[src/rtl/assert_macros.svh]
// ----------------------------------------------------------------------------
// assert_macros
// Assertion helper macros shared by the RTL files.
// ----------------------------------------------------------------------------
`ifndef ASSERT_MACROS_SVH
`define ASSERT_MACROS_SVH

// Implication checked at every clock edge outside reset.
`define ASSERT_IMP(label, clk, rst, ante, cons, msg) \
  label: assert property (@(posedge clk) disable iff (rst) (ante) |-> (cons)) \
    else $error(msg);

// Next-cycle implication outside reset.
`define ASSERT_NEXT(label, clk, rst, ante, cons, msg) \
  label: assert property (@(posedge clk) disable iff (rst) (ante) |=> (cons)) \
    else $error(msg);

`endif

[src/rtl/atan2_pkg.sv]
// ----------------------------------------------------------------------------
// atan2_pkg
// Shared constants and per-stage control types for the atan2 pipeline.
// ----------------------------------------------------------------------------
package atan2_pkg;

  localparam int ANGLE_BITS = 15;
  localparam int FRAC_BITS  = 12;
  localparam logic signed [ANGLE_BITS-1:0] PI_Q12      = 15'sd12868;
  localparam logic signed [ANGLE_BITS-1:0] HALF_PI_Q12 = 15'sd6434;

  // Sideband that travels with each word through the pipeline.
  typedef struct packed {
    logic x_zero;
    logic y_zero;
    logic x_neg;
    logic y_neg;
    logic b_lt_a;
  } atan2_ctl_t;

endpackage

[src/rtl/atan2_div_step.sv]
// ----------------------------------------------------------------------------
// atan2_div_step
// One registered group of restoring-division steps for the fraction
// quotient; carries its word's valid bit and sideband along.
// ----------------------------------------------------------------------------
`include "assert_macros.svh"

module atan2_div_step #(
  parameter int W     = 40,
  parameter int STEPS = 3,
  parameter int QB    = 12
) (
  input  logic                   clk,
  input  logic                   rst,
  input  logic                   en,
  input  logic                   in_valid,
  input  atan2_pkg::atan2_ctl_t  in_ctl,
  input  logic [W-1:0]           in_rem,
  input  logic [W-1:0]           in_den,
  input  logic [QB-1:0]          in_q,
  output logic                   out_valid,
  output atan2_pkg::atan2_ctl_t  out_ctl,
  output logic [W-1:0]           out_rem,
  output logic [W-1:0]           out_den,
  output logic [QB-1:0]          out_q
);

  logic [W-1:0]  rem_next;
  logic [QB-1:0] q_next;

  // Shift-compare-subtract; the remainder stays below den so W+1 bits suffice.
  always_comb begin
    logic [W:0] t;
    rem_next = in_rem;
    q_next   = in_q;
    for (int i = 0; i < STEPS; i++) begin
      t = {rem_next, 1'b0};
      q_next = {q_next[QB-2:0], 1'b0};
      if (t >= {1'b0, in_den}) begin
        t = t - {1'b0, in_den};
        q_next[0] = 1'b1;
      end
      rem_next = t[W-1:0];
    end
  end

  always_ff @(posedge clk) begin
    if (rst) begin
      out_valid <= 1'b0;
    end else if (en) begin
      out_valid <= in_valid;
    end
  end

  always_ff @(posedge clk) begin
    if (en) begin
      out_ctl <= in_ctl;
      out_rem <= rem_next;
      out_den <= in_den;
      out_q   <= q_next;
    end
  end

  // Remainder must stay below the divisor for each live word.
  `ASSERT_IMP(a_rem_lt_den, clk, rst, out_valid && (out_den != '0), out_rem < out_den, "rem >= den")
  // A held stage keeps its valid bit.
  `ASSERT_NEXT(a_valid_hold, clk, rst, !en, $stable(out_valid), "valid changed in stall")
  // A held live word keeps its partial quotient.
  `ASSERT_NEXT(a_q_hold, clk, rst, out_valid && !en, $stable(out_q) && out_valid, "q changed")

endmodule

[src/rtl/atan2_rational_approx_unit.sv]
// ----------------------------------------------------------------------------
// atan2_rational_approx_unit
// Four-quadrant angle of (y, x) in Q3.12 radians, 0.28 rational approximation.
// ----------------------------------------------------------------------------
// One word enters per cycle while the output is not stalled, and its angle
// reaches the output through eight register stages: one for magnitudes, one
// for the products, one for the scaled numerator and denominator, four
// stages of three division steps each for the 12-bit quotient, and one for
// the quadrant fixup into the output register. A stall at the output holds
// the whole pipeline in place.
`include "assert_macros.svh"

module atan2_rational_approx_unit #(
  parameter int IN_BITS = 16
) (
  input  logic                                 clk,
  input  logic                                 rst,
  input  logic                                 in_valid,
  output logic                                 in_ready,
  input  logic signed [IN_BITS-1:0]            y_value,
  input  logic signed [IN_BITS-1:0]            x_value,
  output logic                                 out_valid,
  input  logic                                 out_ready,
  output logic signed [atan2_pkg::ANGLE_BITS-1:0] angle
);

  localparam int MB = IN_BITS;           // magnitude bits (holds 2^(IN_BITS-1))
  localparam int PB = 2 * MB;            // product bits
  localparam int W  = PB + 6;            // 32*max product fits
  localparam int QB = atan2_pkg::FRAC_BITS;
  localparam int NDIV = 4;
  localparam int SPS  = QB / NDIV;

  logic en;
  assign en       = !out_valid || out_ready;
  assign in_ready = en;

  // Stage 1: magnitudes and signs.
  logic                  s1_v;
  atan2_pkg::atan2_ctl_t s1_ctl;
  logic [MB-1:0]         s1_a, s1_b;
  always_ff @(posedge clk) begin
    if (rst) s1_v <= 1'b0;
    else if (en) s1_v <= in_valid;
  end
  always_ff @(posedge clk) begin
    if (en) begin
      s1_a <= x_value[IN_BITS-1] ? MB'(-{x_value[IN_BITS-1], x_value}) : MB'(x_value);
      s1_b <= y_value[IN_BITS-1] ? MB'(-{y_value[IN_BITS-1], y_value}) : MB'(y_value);
      s1_ctl.x_zero <= (x_value == '0);
      s1_ctl.y_zero <= (y_value == '0);
      s1_ctl.x_neg  <= x_value[IN_BITS-1];
      s1_ctl.y_neg  <= y_value[IN_BITS-1];
      s1_ctl.b_lt_a <= 1'b0;
    end
  end

  // Stage 2: products.
  logic                  s2_v;
  atan2_pkg::atan2_ctl_t s2_ctl;
  logic [PB-1:0]         s2_ab, s2_aa, s2_bb;
  always_ff @(posedge clk) begin
    if (rst) s2_v <= 1'b0;
    else if (en) s2_v <= s1_v;
  end
  always_ff @(posedge clk) begin
    if (en) begin
      s2_ab  <= s1_a * s1_b;
      s2_aa  <= s1_a * s1_a;
      s2_bb  <= s1_b * s1_b;
      s2_ctl <= atan2_pkg::atan2_ctl_t'{x_zero: s1_ctl.x_zero, y_zero: s1_ctl.y_zero,
                                        x_neg: s1_ctl.x_neg, y_neg: s1_ctl.y_neg,
                                        b_lt_a: (s1_b < s1_a)};
    end
  end

  // Stage 3: scaled numerator and denominator (x25 = 16+8+1, x7 = 8-1).
  logic                  s3_v;
  atan2_pkg::atan2_ctl_t s3_ctl;
  logic [W-1:0]          s3_num, s3_den;
  logic [W-1:0]          big, lit;
  always_comb begin
    big = s2_ctl.b_lt_a ? W'(s2_aa) : W'(s2_bb);
    lit = s2_ctl.b_lt_a ? W'(s2_bb) : W'(s2_aa);
  end
  always_ff @(posedge clk) begin
    if (rst) s3_v <= 1'b0;
    else if (en) s3_v <= s2_v;
  end
  always_ff @(posedge clk) begin
    if (en) begin
      s3_num <= (W'(s2_ab) << 4) + (W'(s2_ab) << 3) + W'(s2_ab);
      s3_den <= (big << 4) + (big << 3) + big + (lit << 3) - lit;
      s3_ctl <= s2_ctl;
    end
  end

  // Stages 4..7: quotient, SPS bits per stage.
  logic                  d_v   [NDIV+1];
  atan2_pkg::atan2_ctl_t d_ctl [NDIV+1];
  logic [W-1:0]          d_rem [NDIV+1];
  logic [W-1:0]          d_den [NDIV+1];
  logic [QB-1:0]         d_q   [NDIV+1];
  assign d_v[0]   = s3_v;
  assign d_ctl[0] = s3_ctl;
  assign d_rem[0] = s3_num;
  assign d_den[0] = s3_den;
  assign d_q[0]   = '0;

  for (genvar g = 0; g < NDIV; g++) begin : g_div
    atan2_div_step #(.W(W), .STEPS(SPS), .QB(QB)) u_step (
      .clk(clk), .rst(rst), .en(en),
      .in_valid(d_v[g]), .in_ctl(d_ctl[g]), .in_rem(d_rem[g]),
      .in_den(d_den[g]), .in_q(d_q[g]),
      .out_valid(d_v[g+1]), .out_ctl(d_ctl[g+1]), .out_rem(d_rem[g+1]),
      .out_den(d_den[g+1]), .out_q(d_q[g+1])
    );
  end

  // Final stage: sign and quadrant fixup.
  atan2_pkg::atan2_ctl_t fc;
  logic signed [atan2_pkg::ANGLE_BITS-1:0] sq, ang_next;
  always_comb begin
    fc = d_ctl[NDIV];
    sq = (fc.x_neg != fc.y_neg) ? -$signed({3'b000, d_q[NDIV]})
                                :  $signed({3'b000, d_q[NDIV]});
    if (fc.x_zero) begin
      if (fc.y_zero)     ang_next = '0;
      else if (fc.y_neg) ang_next = -atan2_pkg::HALF_PI_Q12;
      else               ang_next = atan2_pkg::HALF_PI_Q12;
    end else if (fc.b_lt_a) begin
      ang_next = sq;
      if (fc.x_neg)
        ang_next = fc.y_neg ? sq - atan2_pkg::PI_Q12 : sq + atan2_pkg::PI_Q12;
    end else begin
      ang_next = atan2_pkg::HALF_PI_Q12 - sq;
      if (fc.y_neg) ang_next = ang_next - atan2_pkg::PI_Q12;
    end
  end

  always_ff @(posedge clk) begin
    if (rst) out_valid <= 1'b0;
    else if (en) out_valid <= d_v[NDIV];
  end
  always_ff @(posedge clk) begin
    if (en) angle <= ang_next;
  end

  // A stalled output word holds its angle.
  `ASSERT_NEXT(a_hold, clk, rst, out_valid && !out_ready, $stable(angle) && out_valid, "stall lost word")
  // Output angle stays within +/- pi.
  `ASSERT_IMP(a_range, clk, rst, out_valid, (angle <= atan2_pkg::PI_Q12) && (angle >= -atan2_pkg::PI_Q12), "angle out of range")
  // Ready follows the output stall exactly.
  `ASSERT_IMP(a_ready, clk, rst, 1'b1, in_ready == (!out_valid || out_ready), "ready mismatch")

endmodule
[config.mk]
export PLATFORM = sky130hd
export DESIGN_NAME = atan2_rational_approx_unit
export DESIGN_NICKNAME = d
export VERILOG_FILES = /design/src/rtl/atan2_pkg.sv /design/src/rtl/atan2_div_step.sv /design/src/rtl/atan2_rational_approx_unit.sv
export VERILOG_INCLUDE_DIRS = /design/src /design/src/rtl
export SDC_FILE = /design/constraint.sdc
export NUM_CORES = 2
export LEC_CHECK = 0
export BUFFER_PORTS_ARGS = -buffer_cell sky130_fd_sc_hd__buf_2
export CAP_MARGIN = 20
export CORE_MARGIN = 2
export CORE_UTILIZATION = 66
export CTS_BUF_LIST = sky130_fd_sc_hd__clkbuf_16
export DETAILED_ROUTE_END_ITERATION = 8
export PLACE_DENSITY_LB_ADDON = 0.08
export SETUP_SLACK_MARGIN = 0.15
export SKIP_CTS_REPAIR_TIMING = 1
export SLEW_MARGIN = 40
export SYNTH_ARGS = -nofsm -noshare
export SYNTH_HDL_FRONTEND = slang
export SYNTH_SLANG_ARGS = --single-unit
[constraint.sdc]
create_clock -name clk -period 19.66 [get_ports clk]
set_input_delay 0.983 -clock clk [delete_from_list [all_inputs] [get_ports clk]]
set_output_delay 0.983 -clock clk [all_outputs]
set_load 0.005 [all_outputs]
==> impl_metrics.yaml <==
clock_network:
  cts_tree: "done"
  insertion_delay_ns: 0.71
  clock-sinks: 516
  clk_pin_slew_ns: 0.06
  numCtsBuffers: 59
  cts_root_buf: "clkbuf_16"
  htreeDepth: 2
  clk_path_buf_depth: 3
finish:
  utilization_pct: 69.9
  n_fill_cell: 8704
  final_cell_mix: "inv_1 (1,133), ha_1 (880), nand2_1 (681)"
  finalNetCount: 9578
  final_common_cell: "inv_1"
  syn2layout_area_growth_pct: 5.16
  drive_above_1_share_pct: 6.82
timing:
  hold_viol: 0
  tns_ns: 0
  slew_viol_final: 0
  clock_skew_ns: 0.0528
  min_period_over_period_pct: 62.8
  setup_violations: 0
  timing.slew.headroom_pct: 38.2
  rsz0062_at_grt: "false"
  min_period_ns: 12.35
  tightestPinTransition_ns: 0.918
  fmax_mhz: 80.9
routing:
  first_pass_iters: 6
  drc: 0
  drt-total-wl_mm: 206
  vias: 58900
  drtIter0Drc: 5165
  ant_nets: 0
  viasPerCell: 6.16
  avgRoutedWirePerCell_um: 21.6
logic_synthesis:
  synthArstFlopShare_pct: 0
  ys.flop_type: "edfxtp_1"
  synth_area_um2: 73600
  synth_nets: 9612
  synth_seq_area_share_pct: 20.9
  synth_seq_cells: 516
  postSynthAreaPerCell_um2: 9.14
  syn-instance-count: 8054
  synth_edf_count: 508
  synth.distinct_cells: 98
  yosys_warnings: 0
die:
  pin_count: 53
  start_util_pct: 66.5
  core_area_um2: 111000
  die_height_um: 338
  rows: 122
  die_w_um: 338
  fp.dieArea_um2: 114000
worst_setup_path:
  cpPeakStageDelay_ns: 0.69
  crit_fanout: 34
  cp_slowest_cell: "a31oi_4"
  arrival_ns: 12.77
  worstSetupPathType: "reg2reg"
  end_kind: "flip-flop"
  start_kind: "flip-flop"
  worstPathRequired_ns: 20.07
job:
  cap_violations: 0
worst_hold_path:
  hp-class: "reg2reg"
global_routing:
  first_global_vias: 57900
  grt_max_degree: 72
  grt_overflow_total: 0
  antenna_found_initial: 7
  grt_util_all_layers_pct: 36.1
  grt_pass1_wl_mm: 320
placement:
  dpl.hpwl_mm: 167
  io_buffers: 52
  gp_congestion: 0.989
status:
  status: "finished clean"
[synthesized netlist by cell type (82+ instances only)]
library cell | count | area share, %
o21ai_0 | 364 | 2.5
inv_1 | 1124 | 5.7
nand3_1 | 124 | 0.84
xor2_1 | 180 | 2.1
a21o_1 | 259 | 2.6
fa_1 | 642 | 17
and2_1 | 124 | 1.1
a21oi_1 | 589 | 4.0
o21bai_1 | 82 | 0.84
ha_1 | 880 | 15
mux2_2 | 259 | 4.0
nand2b_1 | 92 | 0.78
xnor2_1 | 382 | 4.5
edfxtp_1 | 508 | 21
nor2_1 | 534 | 2.7
nor3_1 | 86 | 0.58
nand2_1 | 681 | 3.5
clkbuf_1 | 144 | 0.73
[metal layers]
layer / track usage (%) / part of all wire, % / vias up / routed length, um
li1: - / - / 27700 / -
met1: 47.3 / 41 / 28500 / 85400
met2: 59.2 / 46 / 2194 / 95400
met3: 5.25 / 7.0 / 510 / 14500
met4: 17.0 / 5.4 / 4 / 11200
met5: 0 / 0.011 / - / 23
[through the flow]
| step | cells | hold slack (ns) | cell area (um2) | worst slack [ns] |
|---|---|---|---|---|
| floorplan | 8054 | 0.400 | 73600 | 4.91 |
| global placement | 9444 | 0.401 | 75300 | 8.06 |
| detailed placement | 9445 | 0.405 | 75400 | 7.81 |
| CTS | 9553 | 0.418 | 77300 | 7.77 |
| global route | 9555 | 0.422 | 77400 | 6.68 |
| finish | 9558 | 0.419 | 77400 | 7.31 |
[cell type report]
class,instances,area [um2],area share (%)
Timing Repair Buffer,111,743,0.960
Clock inverter,49,498,0.643
Multi-Input combinational cell,6195,53100,68.6
Inverter,1137,4280,5.53
Clock buffer,59,1480,1.91
Antenna cell,3,7.51,0.00970
Tap cell,1488,1860,2.41
Sequential cell,516,15400,19.9
[cells by family after synthesis]
logic type / count (synthesis) / synth area share [%]
multiplexers: 298 / 4.52
adder cells (fa/ha/maj): 1522 / 32.4
XOR/XNOR: 562 / 6.69
AO/OA/AOI/OAI: 1822 / 15.8
AND/OR/NAND/NOR: 1991 / 12.7
flip-flops: 516 / 20.9
buffers and inverters: 1343 / 6.99
[flip-flops by register name, summed over array words and instances, names as in the netlist, 4 cells and up]
name / count
g_div.u_step.out_den: 114
g_div.u_step.out_rem: 114
s3_den: 38
s3_num: 37
s2_ab: 32
s2_aa: 31
s2_bb: 31
g_div.u_step.out_q: 30
g_div.u_step.out_ctl: 20
s1_a: 16
s1_b: 16
angle: 15
d_ctl: 5
s2_ctl: 5
g_div.u_step.out_valid: 4
s1_ctl: 4
[worst max-delay path: cells and delay by family (launching register included)]
family / cells / cell delay, ns
AOI/OAI and AO/OA: 19 / 5.79
adders and majority gates: 3 / 1.05
buffers and inverters: 5 / 1.60
DFF: 1 / 0.47
muxes: 2 / 0.75
and+or+nand+nor: 10 / 2.31
[worst paths after layout]
check                             start                           to  slack (ns)  cells after the start
min          g_div[2].u_step.out_ctl[4]   g_div[3].u_step.out_ctl[4]        0.42                      0
max          g_div[0].u_step.out_den[2]  g_div[1].u_step.out_rem[30]        7.31                     39
min reg2reg  g_div[2].u_step.out_ctl[4]   g_div[3].u_step.out_ctl[4]        0.42                      0
max reg2reg  g_div[0].u_step.out_den[2]  g_div[1].u_step.out_rem[30]        7.31                     39
Power is left out: the tool's default activity adds up to more than one toggle a clock period on the data nets, which glitch-free logic cannot reach.
